===== src/hdl/kpg_pkg.sv =====
// kpg_pkg: shared types, codes and constants of the key-press glow store
// no dependencies; imported by every module under hdl

package kpg_pkg;

   // default geometry, handed down as module parameters
   localparam int MAX_ROWS_DEF  = 16;
   localparam int MAX_COLS_DEF  = 8;
   localparam int LED_COUNT_DEF = 64;

   // position map keeps eight column slots per row
   localparam int MAP_COLS   = 8;
   localparam int MAP_COL_W  = 3;
   localparam int COL_W      = 4;
   localparam int CSR_DATA_W = 7;

   localparam logic [7:0] BOOST_ADD = 8'd16;
   localparam logic [7:0] LEVEL_MAX = 8'd255;
   localparam logic [7:0] NO_LED    = 8'd255;
   localparam logic [7:0] LEVEL_RST = 8'd0;

   localparam logic [3:0] ROW_FIRST_RST  = 4'd0;
   localparam logic [4:0] ROWS_LOCAL_RST = 5'd5;
   localparam logic [6:0] LED_FIRST_RST  = 7'd0;
   localparam logic [6:0] LED_LAST_RST   = 7'd64;

   typedef enum logic [1:0] {
      KIND_SCAN,
      KIND_TICK,
      KIND_MAP,
      KIND_READ
   } kind_type;

   typedef enum logic [1:0] {
      CSR_ROW_FIRST,
      CSR_ROWS_LOCAL,
      CSR_LED_FIRST,
      CSR_LED_LAST
   } csr_index_type;

   typedef enum logic {
      ALU_BOOST,
      ALU_DECAY
   } alu_op_type;

   typedef enum logic [3:0] {
      ST_IDLE,
      ST_DISPATCH,
      ST_SCAN_MAP,
      ST_SCAN_LED,
      ST_SCAN_UPD,
      ST_TICK_MARK,
      ST_DECAY,
      ST_READ_WAIT,
      ST_FINISH
   } state_type;

   typedef struct packed {
      kind_type    kind;
      logic [3:0]  row;
      logic [7:0]  row_bits;
      logic [2:0]  map_col;
      logic [7:0]  map_led;
      logic [5:0]  read_led;
      logic [31:0] now_ms;
   } req_type;

   typedef struct packed {
      logic [7:0] level;
      logic       glowing;
   } rsp_type;

endpackage


===== src/hdl/kpg_vmem.sv =====
// kpg_vmem: byte-wide memory, one write and one registered read port a cycle
// per-entry valid bits cleared by reset; an unwritten entry reads as FILL
// depends on kpg_pkg

module kpg_vmem #(
   parameter int         DEPTH  = kpg_pkg::LED_COUNT_DEF,
   parameter int         ADDR_W = 6,
   parameter logic [7:0] FILL   = kpg_pkg::LEVEL_RST
) (
   input  logic              clock,
   input  logic              reset,
   input  logic              wr_en,
   input  logic [ADDR_W-1:0] wr_addr,
   input  logic [7:0]        wr_data,
   input  logic              rd_en,
   input  logic [ADDR_W-1:0] rd_addr,
   output logic [7:0]        rd_data
);
   import kpg_pkg::*;

   logic [7:0]       mem_ff [DEPTH];
   logic [DEPTH-1:0] vld_ff;
   logic [7:0]       rd_q_ff;
   logic             rd_vld_ff;

   always_ff @(posedge clock) begin
      if (reset) begin
         vld_ff    <= '0;
         rd_vld_ff <= 1'b0;
      end else begin
         if (wr_en) begin
            vld_ff[wr_addr] <= 1'b1;
         end
         if (rd_en) begin
            rd_vld_ff <= vld_ff[rd_addr];
         end
      end
   end

   always_ff @(posedge clock) begin
      if (wr_en) begin
         mem_ff[wr_addr] <= wr_data;
      end
      if (rd_en) begin
         rd_q_ff <= mem_ff[rd_addr];
      end
   end

   assign rd_data = rd_vld_ff ? rd_q_ff : FILL;

endmodule


===== src/hdl/kpg_level_alu.sv =====
// kpg_level_alu: shared level update unit, saturating boost or clamped decay
// depends on kpg_pkg

module kpg_level_alu (
   input  kpg_pkg::alu_op_type op,
   input  logic [7:0]          level_cur,
   input  logic [8:0]          dec_amount,
   output logic [7:0]          level_nxt,
   output logic                level_kept
);
   import kpg_pkg::*;

   logic [7:0] add_amt;
   logic [8:0] sum;
   logic [8:0] diff;

   always_comb begin
      // boost shrinks as the level climbs
      add_amt = BOOST_ADD;
      if (level_cur[7]) begin
         add_amt = add_amt >> 2;
      end
      if (level_cur[6]) begin
         add_amt = add_amt >> 1;
      end
      sum        = {1'b0, level_cur} + {1'b0, add_amt};
      diff       = {1'b0, level_cur} - dec_amount;
      level_kept = 1'b0;
      case (op)
         ALU_BOOST: begin
            level_nxt = sum[8] ? LEVEL_MAX : sum[7:0];
         end
         ALU_DECAY: begin
            level_kept = ({1'b0, level_cur} > dec_amount);
            level_nxt  = level_kept ? diff[7:0] : '0;
         end
         default: begin
            level_nxt = level_cur;
         end
      endcase
   end

endmodule


===== src/hdl/keypress_led_glow_decay.sv =====
// keypress_led_glow_decay: key-press glow store, top level with sequencer
// depends on kpg_pkg, kpg_vmem, kpg_level_alu
//
//   channel  | ports                              | moves
//   ---------+------------------------------------+------------------------------
//   request  | req_valid req_ready req_data       | scan, tick, map write, read
//   response | rsp_valid rsp_ready rsp_data       | level and glowing flag
//   csr      | csr_wr_en csr_index csr_wdata      | row_first rows_local led_*
//
// one request at a time; req_ready is high only while the sequencer is idle.
// scan: walks the columns; each new press reads the map memory, and each press
// mapped to an LED has its level read, boosted and written back. tick: walks
// the local LED range through the single level memory port, reading one LED
// ahead while writing back the one before. a response waiting on rsp_ready
// holds the sequencer in its last step. synchronous reset clears state.

module keypress_led_glow_decay #(
   parameter int MAX_ROWS  = kpg_pkg::MAX_ROWS_DEF,
   parameter int MAX_COLS  = kpg_pkg::MAX_COLS_DEF,
   parameter int LED_COUNT = kpg_pkg::LED_COUNT_DEF
) (
   input  logic                            clock,
   input  logic                            reset,
   input  logic                            req_valid,
   output logic                            req_ready,
   input  kpg_pkg::req_type                req_data,
   output logic                            rsp_valid,
   input  logic                            rsp_ready,
   output kpg_pkg::rsp_type                rsp_data,
   input  logic                            csr_wr_en,
   input  kpg_pkg::csr_index_type          csr_index,
   input  logic [kpg_pkg::CSR_DATA_W-1:0]  csr_wdata
);
   import kpg_pkg::*;

   localparam int ROW_W     = $clog2(MAX_ROWS);
   localparam int LED_W     = (LED_COUNT > 1) ? $clog2(LED_COUNT) : 1;
   localparam int MAP_DEPTH = MAX_ROWS * MAP_COLS;
   localparam int MAP_AW    = ROW_W + MAP_COL_W;

   state_type   state_ff, state_in;
   req_type     req_ff, req_in;
   rsp_type     rsp_ff, rsp_in;
   logic        rsp_valid_ff, rsp_valid_in;

   logic [3:0]  row_first_ff, row_first_in;
   logic [4:0]  rows_local_ff, rows_local_in;
   logic [6:0]  led_first_ff, led_first_in;
   logic [6:0]  led_last_ff, led_last_in;

   logic [7:0]  prev_rows_ff [MAX_ROWS];
   logic [7:0]  prev_rows_in [MAX_ROWS];
   logic [31:0] mark_ff, mark_in;
   logic        active_ff, active_in;
   logic [23:0] elapsed_ff, elapsed_in;
   logic [7:0]  fresh_ff, fresh_in;
   logic [COL_W-1:0] col_ff, col_in;
   logic [LED_W-1:0] led_ff, led_in;
   logic [8:0]  dec_ff, dec_in;
   logic [6:0]  rd_ptr_ff, rd_ptr_in;
   logic [6:0]  end_ff, end_in;
   logic        pend_ff, pend_in;
   logic [LED_W-1:0] wr_ptr_ff, wr_ptr_in;
   logic [7:0]  level_ff, level_in;

   logic              map_wr_en, map_rd_en;
   logic [MAP_AW-1:0] map_wr_addr, map_rd_addr;
   logic [7:0]        map_rd_data;
   logic              bst_wr_en, bst_rd_en;
   logic [LED_W-1:0]  bst_wr_addr, bst_rd_addr;
   logic [7:0]        bst_wr_data, bst_rd_data;

   alu_op_type  alu_op;
   logic [7:0]  alu_nxt;
   logic        alu_kept;

   logic [ROW_W-1:0] row_idx;
   logic        scan_ok, map_ok, read_ok, col_more, led_ok, issue, rsp_free;
   logic [5:0]  row_stop;
   logic [7:0]  fresh_now;
   logic [31:0] elapsed_now;
   logic [6:0]  led_end;

   kpg_vmem #(
      .DEPTH  (MAP_DEPTH),
      .ADDR_W (MAP_AW),
      .FILL   (NO_LED)
   ) u_map_mem (
      .clock   (clock),
      .reset   (reset),
      .wr_en   (map_wr_en),
      .wr_addr (map_wr_addr),
      .wr_data (req_ff.map_led),
      .rd_en   (map_rd_en),
      .rd_addr (map_rd_addr),
      .rd_data (map_rd_data)
   );

   kpg_vmem #(
      .DEPTH  (LED_COUNT),
      .ADDR_W (LED_W),
      .FILL   (LEVEL_RST)
   ) u_level_mem (
      .clock   (clock),
      .reset   (reset),
      .wr_en   (bst_wr_en),
      .wr_addr (bst_wr_addr),
      .wr_data (bst_wr_data),
      .rd_en   (bst_rd_en),
      .rd_addr (bst_rd_addr),
      .rd_data (bst_rd_data)
   );

   kpg_level_alu u_alu (
      .op         (alu_op),
      .level_cur  (bst_rd_data),
      .dec_amount (dec_ff),
      .level_nxt  (alu_nxt),
      .level_kept (alu_kept)
   );

   // decode of the held request
   always_comb begin
      row_idx     = req_ff.row[ROW_W-1:0];
      row_stop    = {2'b00, row_first_ff} + {1'b0, rows_local_ff};
      scan_ok     = ({1'b0, req_ff.row} < 5'(MAX_ROWS)) &&
                    (req_ff.row >= row_first_ff) &&
                    ({2'b00, req_ff.row} < row_stop);
      map_ok      = ({1'b0, req_ff.row} < 5'(MAX_ROWS)) &&
                    ({1'b0, req_ff.map_col} < COL_W'(MAX_COLS));
      read_ok     = ({1'b0, req_ff.read_led} < 7'(LED_COUNT));
      fresh_now   = req_ff.row_bits & ~prev_rows_ff[row_idx];
      elapsed_now = req_ff.now_ms - mark_ff;
      led_end     = (led_last_ff < 7'(LED_COUNT)) ? led_last_ff : 7'(LED_COUNT);
      col_more    = (col_ff < COL_W'(MAX_COLS));
      led_ok      = (map_rd_data < 8'(LED_COUNT));
      issue       = (rd_ptr_ff < end_ff);
      rsp_free    = !rsp_valid_ff || rsp_ready;
   end

   // next state
   always_comb begin
      state_in = state_ff;
      case (state_ff)
         ST_IDLE: begin
            if (req_valid) begin
               state_in = ST_DISPATCH;
            end
         end
         ST_DISPATCH: begin
            case (req_ff.kind)
               KIND_SCAN: state_in = scan_ok ? ST_SCAN_MAP : ST_FINISH;
               KIND_TICK: state_in = active_ff ? ST_TICK_MARK : ST_FINISH;
               KIND_READ: state_in = read_ok ? ST_READ_WAIT : ST_FINISH;
               default:   state_in = ST_FINISH;
            endcase
         end
         ST_SCAN_MAP: begin
            if (!col_more) begin
               state_in = ST_FINISH;
            end else if (fresh_ff[col_ff[MAP_COL_W-1:0]]) begin
               state_in = ST_SCAN_LED;
            end
         end
         ST_SCAN_LED: begin
            state_in = led_ok ? ST_SCAN_UPD : ST_SCAN_MAP;
         end
         ST_SCAN_UPD: begin
            state_in = ST_SCAN_MAP;
         end
         ST_TICK_MARK: begin
            state_in = (elapsed_ff != '0) ? ST_DECAY : ST_FINISH;
         end
         ST_DECAY: begin
            if (!issue && !pend_ff) begin
               state_in = ST_FINISH;
            end
         end
         ST_READ_WAIT: begin
            state_in = ST_FINISH;
         end
         ST_FINISH: begin
            if (rsp_free) begin
               state_in = ST_IDLE;
            end
         end
         default: begin
            state_in = ST_IDLE;
         end
      endcase
   end

   // datapath and memory strobes
   always_comb begin
      req_in        = req_ff;
      rsp_in        = rsp_ff;
      rsp_valid_in  = rsp_valid_ff && !rsp_ready;
      row_first_in  = row_first_ff;
      rows_local_in = rows_local_ff;
      led_first_in  = led_first_ff;
      led_last_in   = led_last_ff;
      prev_rows_in  = prev_rows_ff;
      mark_in       = mark_ff;
      active_in     = active_ff;
      elapsed_in    = elapsed_ff;
      fresh_in      = fresh_ff;
      col_in        = col_ff;
      led_in        = led_ff;
      dec_in        = dec_ff;
      rd_ptr_in     = rd_ptr_ff;
      end_in        = end_ff;
      pend_in       = pend_ff;
      wr_ptr_in     = wr_ptr_ff;
      level_in      = level_ff;
      map_wr_en     = 1'b0;
      map_wr_addr   = {row_idx, req_ff.map_col};
      map_rd_en     = 1'b0;
      map_rd_addr   = {row_idx, col_ff[MAP_COL_W-1:0]};
      bst_wr_en     = 1'b0;
      bst_wr_addr   = led_ff;
      bst_wr_data   = alu_nxt;
      bst_rd_en     = 1'b0;
      bst_rd_addr   = req_ff.read_led[LED_W-1:0];
      alu_op        = ALU_BOOST;

      if (csr_wr_en) begin
         case (csr_index)
            CSR_ROW_FIRST:  row_first_in  = csr_wdata[3:0];
            CSR_ROWS_LOCAL: rows_local_in = csr_wdata[4:0];
            CSR_LED_FIRST:  led_first_in  = csr_wdata;
            CSR_LED_LAST:   led_last_in   = csr_wdata;
            default: ;
         endcase
      end

      case (state_ff)
         ST_IDLE: begin
            if (req_valid) begin
               req_in = req_data;
            end
         end
         ST_DISPATCH: begin
            level_in = '0;
            case (req_ff.kind)
               KIND_SCAN: begin
                  if (scan_ok) begin
                     prev_rows_in[row_idx] = req_ff.row_bits;
                     fresh_in              = fresh_now;
                     col_in                = '0;
                  end
               end
               KIND_TICK: begin
                  if (!active_ff) begin
                     mark_in = req_ff.now_ms;
                  end else begin
                     elapsed_in = elapsed_now[31:8];
                  end
               end
               KIND_MAP: begin
                  map_wr_en = map_ok;
               end
               KIND_READ: begin
                  bst_rd_en = read_ok;
               end
               default: ;
            endcase
         end
         ST_SCAN_MAP: begin
            if (col_more) begin
               if (fresh_ff[col_ff[MAP_COL_W-1:0]]) begin
                  map_rd_en = 1'b1;
               end else begin
                  col_in = col_ff + COL_W'(1);
               end
            end
         end
         ST_SCAN_LED: begin
            if (led_ok) begin
               bst_rd_en   = 1'b1;
               bst_rd_addr = map_rd_data[LED_W-1:0];
               led_in      = map_rd_data[LED_W-1:0];
            end else begin
               col_in = col_ff + COL_W'(1);
            end
         end
         ST_SCAN_UPD: begin
            bst_wr_en = 1'b1;
            active_in = 1'b1;
            col_in    = col_ff + COL_W'(1);
         end
         ST_TICK_MARK: begin
            if (elapsed_ff != '0) begin
               // the mark moves by whole 256 ms steps only
               mark_in[31:8] = mark_ff[31:8] + elapsed_ff;
               active_in     = 1'b0;
               dec_in        = (elapsed_ff[23:8] != '0) ? 9'd256 : {1'b0, elapsed_ff[7:0]};
               rd_ptr_in     = led_first_ff;
               end_in        = led_end;
               pend_in       = 1'b0;
            end
         end
         ST_DECAY: begin
            // read one LED ahead while writing back the one before
            alu_op      = ALU_DECAY;
            bst_rd_addr = rd_ptr_ff[LED_W-1:0];
            bst_wr_addr = wr_ptr_ff;
            pend_in     = issue;
            if (issue) begin
               bst_rd_en = 1'b1;
               rd_ptr_in = rd_ptr_ff + 7'd1;
               wr_ptr_in = rd_ptr_ff[LED_W-1:0];
            end
            if (pend_ff) begin
               bst_wr_en = 1'b1;
               if (alu_kept) begin
                  active_in = 1'b1;
               end
            end
         end
         ST_READ_WAIT: begin
            level_in = bst_rd_data;
         end
         ST_FINISH: begin
            if (rsp_free) begin
               rsp_valid_in   = 1'b1;
               rsp_in.level   = level_ff;
               rsp_in.glowing = active_ff;
            end
         end
         default: ;
      endcase
   end

   always_ff @(posedge clock) begin
      if (reset) begin
         state_ff      <= ST_IDLE;
         rsp_valid_ff  <= 1'b0;
         row_first_ff  <= ROW_FIRST_RST;
         rows_local_ff <= ROWS_LOCAL_RST;
         led_first_ff  <= LED_FIRST_RST;
         led_last_ff   <= LED_LAST_RST;
         mark_ff       <= '0;
         active_ff     <= 1'b0;
         pend_ff       <= 1'b0;
         for (int i = 0; i < MAX_ROWS; i++) begin
            prev_rows_ff[i] <= '0;
         end
      end else begin
         state_ff      <= state_in;
         rsp_valid_ff  <= rsp_valid_in;
         row_first_ff  <= row_first_in;
         rows_local_ff <= rows_local_in;
         led_first_ff  <= led_first_in;
         led_last_ff   <= led_last_in;
         mark_ff       <= mark_in;
         active_ff     <= active_in;
         pend_ff       <= pend_in;
         prev_rows_ff  <= prev_rows_in;
      end
   end

   always_ff @(posedge clock) begin
      req_ff     <= req_in;
      rsp_ff     <= rsp_in;
      elapsed_ff <= elapsed_in;
      fresh_ff   <= fresh_in;
      col_ff     <= col_in;
      led_ff     <= led_in;
      dec_ff     <= dec_in;
      rd_ptr_ff  <= rd_ptr_in;
      end_ff     <= end_in;
      wr_ptr_ff  <= wr_ptr_in;
      level_ff   <= level_in;
   end

   assign req_ready = (state_ff == ST_IDLE);
   assign rsp_valid = rsp_valid_ff;
   assign rsp_data  = rsp_ff;

   a_accept_starts: assert property (@(posedge clock) disable iff (reset)
      (req_valid && req_ready) |=> (state_ff == ST_DISPATCH))
      else $error("accepted request did not start the sequencer");

   a_finish_holds: assert property (@(posedge clock) disable iff (reset)
      (state_ff == ST_FINISH && rsp_valid_ff && !rsp_ready) |=> (state_ff == ST_FINISH))
      else $error("result dropped while the response slot was busy");

   a_no_rw_collision: assert property (@(posedge clock) disable iff (reset)
      (bst_wr_en && bst_rd_en) |-> (bst_wr_addr != bst_rd_addr))
      else $error("level memory read and write hit the same LED");

   a_col_in_range: assert property (@(posedge clock) disable iff (reset)
      (state_ff == ST_SCAN_LED || state_ff == ST_SCAN_UPD) |-> col_more)
      else $error("column walk ran past the last column");

endmodule


===== config.mk =====
export PLATFORM = sky130hd
export DESIGN_NAME = keypress_led_glow_decay
export DESIGN_NICKNAME = d
export VERILOG_FILES = /design/src/hdl/kpg_pkg.sv /design/src/hdl/kpg_vmem.sv /design/src/hdl/kpg_level_alu.sv /design/src/hdl/keypress_led_glow_decay.sv
export SDC_FILE = /design/constraint.sdc
export NUM_CORES = 2
export LEC_CHECK = 0
export BUFFER_PORTS_ARGS = -buffer_cell sky130_fd_sc_hd__buf_2
export CORE_MARGIN = 2
export CORE_UTILIZATION = 50
export DETAILED_ROUTE_END_ITERATION = 6
export PLACE_DENSITY = 0.77
export SLEW_MARGIN = 30
export SYNTH_ARGS = -nofsm -noshare
export SYNTH_HDL_FRONTEND = slang
export SYNTH_SLANG_ARGS = --single-unit

===== constraint.sdc =====
create_clock -name clock -period 6.2 [get_ports clock]
set_input_delay 0.62 -clock clock [delete_from_list [all_inputs] [get_ports clock]]
set_output_delay 0.62 -clock clock [all_outputs]
set_load 0.01 [all_outputs]

==> flow_metrics.env <==
export IMPL_yosysUniqueCellTypes=88
export IMPL_critical_path_max_fanout=45
export IMPL_r2r_end="u_level_mem.rd_q_ff[6]"
export IMPL_max_slew_margin_pct=31.3
export IMPL_area_delta_synth_final_pct=11.2
export IMPL_comb_power_share_pct=21.8
export IMPL_drt_iter0_drc=6434
export IMPL_start_util_pct=50.2
export IMPL_setup_slack_ns=1.65
export IMPL_routabilityCongestion=0.872
export IMPL_crit_slowest_cell="and4bb_2"
export IMPL_cp_slowest_stage_delay_ns=0.83
export IMPL_netlist_area_um2=84800
export IMPL_clock_path_buffers=3
export IMPL_antenna_left=0
export IMPL_synth_flop_cell="edfxtp_1"
export IMPL_drc=0
export IMPL_vdd_drop_max_mv=0.331
export IMPL_total_power_mw=35.7
export IMPL_die_h_um=416
export IMPL_dieArea_um2=173000
export IMPL_finalWirelength_mm=208
export IMPL_leakagePower_nw=31.9
export IMPL_grt_pass1_wl_mm=310
export IMPL_port_buffers=87
export IMPL_required_ns=6.86
export IMPL_cp_end_kind="flop"
export IMPL_intPower_mw=25.4
export IMPL_layout_commonest_cell="edfxtp_1"
export IMPL_status="finished clean"
export IMPL_htreeDepth=4
export IMPL_async_reset_ff_share_pct=0
export IMPL_grt_max_degree=218
export IMPL_clk_latency_ns=0.84
export IMPL_hp_class="in2reg"
export IMPL_period_share_pct=73.3
export IMPL_fin_skew_ns=0.0311
export IMPL_swShare_pct=28.9
export IMPL_cts_resized=0
export IMPL_cts_tree="done"
export IMPL_overflow=0
export IMPL_cts_buffers=190
export IMPL_rsz0062_at_grt="false"
export IMPL_hold_viol=0
export IMPL_final_max_slew_violation_count=0
export IMPL_synth_edf_count=1703
export IMPL_wl_per_cell_um=25.8
export IMPL_synth_area_per_cell_um2=15.2
export IMPL_clock_sink_count=2087
export IMPL_path_cells="and4bb_2 > a32oi_1 > o21ai_4 > buf_4 > nor2_1 > a32o_1 > o31ai_1 > a211oi_1 > a21oi_1"
export IMPL_final_cell_area_um2=94300
export IMPL_crit_type="reg2reg"
export IMPL_yosys_register_bits=2087
export IMPL_cts_root_buf="clkbuf_16"
export IMPL_syn_nets=5741
export IMPL_die_w_um=416
export IMPL_tns_ns=0
export IMPL_cp_start_kind="flop"
export IMPL_post_route_util_pct=55.8
export IMPL_rows=151
export IMPL_fill_cells=12500
export IMPL_setup_violations=0
export IMPL_reg2reg_from="state_ff[1]"
export IMPL_place_area_um2=87500
export IMPL_cap_viol_max_count=0
export IMPL_ys_warnings_count=0
export IMPL_grtUsageTotal_pct=23.7
export IMPL_first_global_vias=49000
export IMPL_cts_setup_buffers=0
export IMPL_fmax_ghz=0.220
export IMPL_hpwl_mm=122
export IMPL_pwr_share_clk_pct=32.5
export IMPL_instances_no_fill=8055
export IMPL_vias=49600
export IMPL_tightest_slew_ns=1.03
export IMPL_hp_start="req_data[54]"
export IMPL_whs_ns=0.0293
export IMPL_finalCriticalPeriod_ns=4.55
export IMPL_hold_depth=1
export IMPL_drt_pass1_iterations=6
export IMPL_reg2reg_slack_ns=1.65
export IMPL_routed_via_density=6.15
export IMPL_core_um2=169000
export IMPL_power_switching_mw=10.3
export IMPL_powerDensity_nw_per_um2=378
export IMPL_ys_seq_area_share_pct=69.4
export IMPL_drive_gt1_share_pct=16.0
export IMPL_r2r_cells=9
export IMPL_finalNetCount=5832
export IMPL_min_to="req_ff[54]"
export IMPL_top_level_ports=88
export IMPL_dpl_worst_slack_ns=1.69
export IMPL_antenna_found_initial=10
export IMPL_synth_cells=5576
export IMPL_placed_cells=7634
export IMPL_pwr_share_seq_pct=45.7
export IMPL_mostFrequentLayoutCells="edfxtp_1 (1703), nor2_1 (806), nand2_1 (618)"
export IMPL_cts_clk_slew_worst_paths_ns=0.07
export IMPL_critPathArrivalTime_ns=5.21
==> Yosys cell counts (7+ instances only) <==
| cell type | n | share of area (%) |
|---|---|---|
| o21a_1 | 15 | 0.13 |
| nand3b_1 | 13 | 0.12 |
| and3_1 | 49 | 0.36 |
| ha_1 | 84 | 1.2 |
| a222oi_1 | 7 | 0.083 |
| o2111ai_1 | 10 | 0.10 |
| a311o_1 | 9 | 0.11 |
| inv_1 | 92 | 0.41 |
| a21o_1 | 25 | 0.22 |
| xor2_1 | 18 | 0.19 |
| and2_1 | 14 | 0.10 |
| dfxtp_1 | 384 | 9.1 |
| edfxtp_1 | 1703 | 60 |
| buf_4 | 18 | 0.16 |
| nor3_1 | 21 | 0.12 |
| nor2_1 | 824 | 3.6 |
| a32oi_1 | 11 | 0.11 |
| a211oi_1 | 37 | 0.33 |
| o21ai_0 | 52 | 0.31 |
| or3_1 | 7 | 0.052 |
| a31oi_1 | 21 | 0.15 |
| mux2i_1 | 193 | 2.3 |
| nand3_4 | 8 | 0.17 |
| nand2b_1 | 21 | 0.15 |
| clkbuf_1 | 165 | 0.73 |
| nor3b_1 | 7 | 0.062 |
| buf_1 | 25 | 0.11 |
| buf_6 | 7 | 0.093 |
| buf_2 | 102 | 0.60 |
| mux4_2 | 412 | 11 |
| a21oi_1 | 74 | 0.44 |
| nand3_1 | 220 | 1.3 |
| nor2b_1 | 38 | 0.28 |
| nor4_1 | 7 | 0.052 |
| a311oi_1 | 62 | 0.64 |
| o311a_1 | 9 | 0.11 |
| nand2_1 | 623 | 2.8 |
| o31ai_1 | 16 | 0.14 |
| a32o_1 | 8 | 0.094 |
| o211ai_1 | 7 | 0.062 |
| a22oi_1 | 15 | 0.13 |
| xnor2_1 | 31 | 0.32 |
| nand4_1 | 22 | 0.16 |
==> final cells by class <==
class | count | area (µm²) | area share (%)
sequential | 2087 | 58800 | 62.4
tap | 2218 | 2780 | 2.94
multi-input combinational | 3075 | 24400 | 25.8
clock buffer | 264 | 5290 | 5.61
clock inverter | 96 | 833 | 0.884
antenna | 2 | 5.00 | 0.00531
timing repair buffer | 218 | 1840 | 1.95
inverter | 95 | 357 | 0.378
==> sequential cells by signal, summed over array words and instances, names as in the netlist, 8 cells and up <==
name / cells
u_level_mem.vld_ff: 64
u_map_mem.vld_ff: 128
u_level_mem.mem_ff: 512
u_map_mem.mem_ff: 1024
dec_ff: 9
prev_rows_ff: 128
u_level_mem.rd_q_ff: 8
elapsed_ff: 24
mark_ff: 32
req_ff: 56
fresh_ff: 8
level_ff: 8
rsp_data: 9
u_map_mem.rd_q_ff: 8
==> how the worst max path moves through the flow <==
stage / startpoint / endpoint / cells past startpoint
6_report: state_ff[1] / u_level_mem.rd_q_ff[6] / 9
5_1_grt: state_ff[1] / u_level_mem.rd_q_ff[6] / 9
4_1_cts: state_ff[0] / u_level_mem.rd_q_ff[6] / 10
3_5_place_dp: state_ff[0] / u_level_mem.rd_q_ff[6] / 10
3_3_place_gp: state_ff[0] / u_level_mem.rd_q_ff[6] / 10
2_1_floorplan: u_level_mem.rd_vld_ff / u_level_mem.mem_ff[0][2] / 13
==> cell families after synthesis <==
| logic type | share of synthesized area [%] |
|---|---|
| flip-flops | 69.4 |
| AND/OR/NAND/NOR | 9.65 |
| multiplexers | 13.4 |
| AO/OA/AOI/OAI | 3.59 |
| buffers and inverters | 2.16 |
| adder cells (fa/ha/maj) | 1.33 |
| XOR/XNOR | 0.506 |
==> metal layers <==
layer	track usage, %	up-vias	share of wire [%]
li1	-	21200	-
met1	30.8	25200	38
met2	39.1	2674	49
met3	4.33	487	8.4
met4	10.4	4	4.5
met5	0	-	0.015
==> worst max-delay path: cells and delay by family, from the launching register on <==
kind,cells,cell delay [ns]
flops,1,0.66
simple gates,2,1.18
compound gates,6,1.92
buf+inv,1,0.60
==> repair_timing <==
item,4_1_cts,5_1_grt
endpoints found under the hold margin,55,0
hold buffers,55,0
endpoints found under the setup margin,0,0
==> power groups by stage <==
stage | registers, mW | clock network, mW | logic (mW)
2_1_floorplan | 16.7 | 0 | 5.06
3_3_place_gp | 16.6 | 0 | 7.42
3_5_place_dp | 16.6 | 0 | 7.59
4_1_cts | 16.3 | 11.7 | 7.68
5_1_grt | 16.3 | 12.2 | 8.17
6_report | 16.3 | 11.6 | 7.76
(Power assumes the default switching activity.)
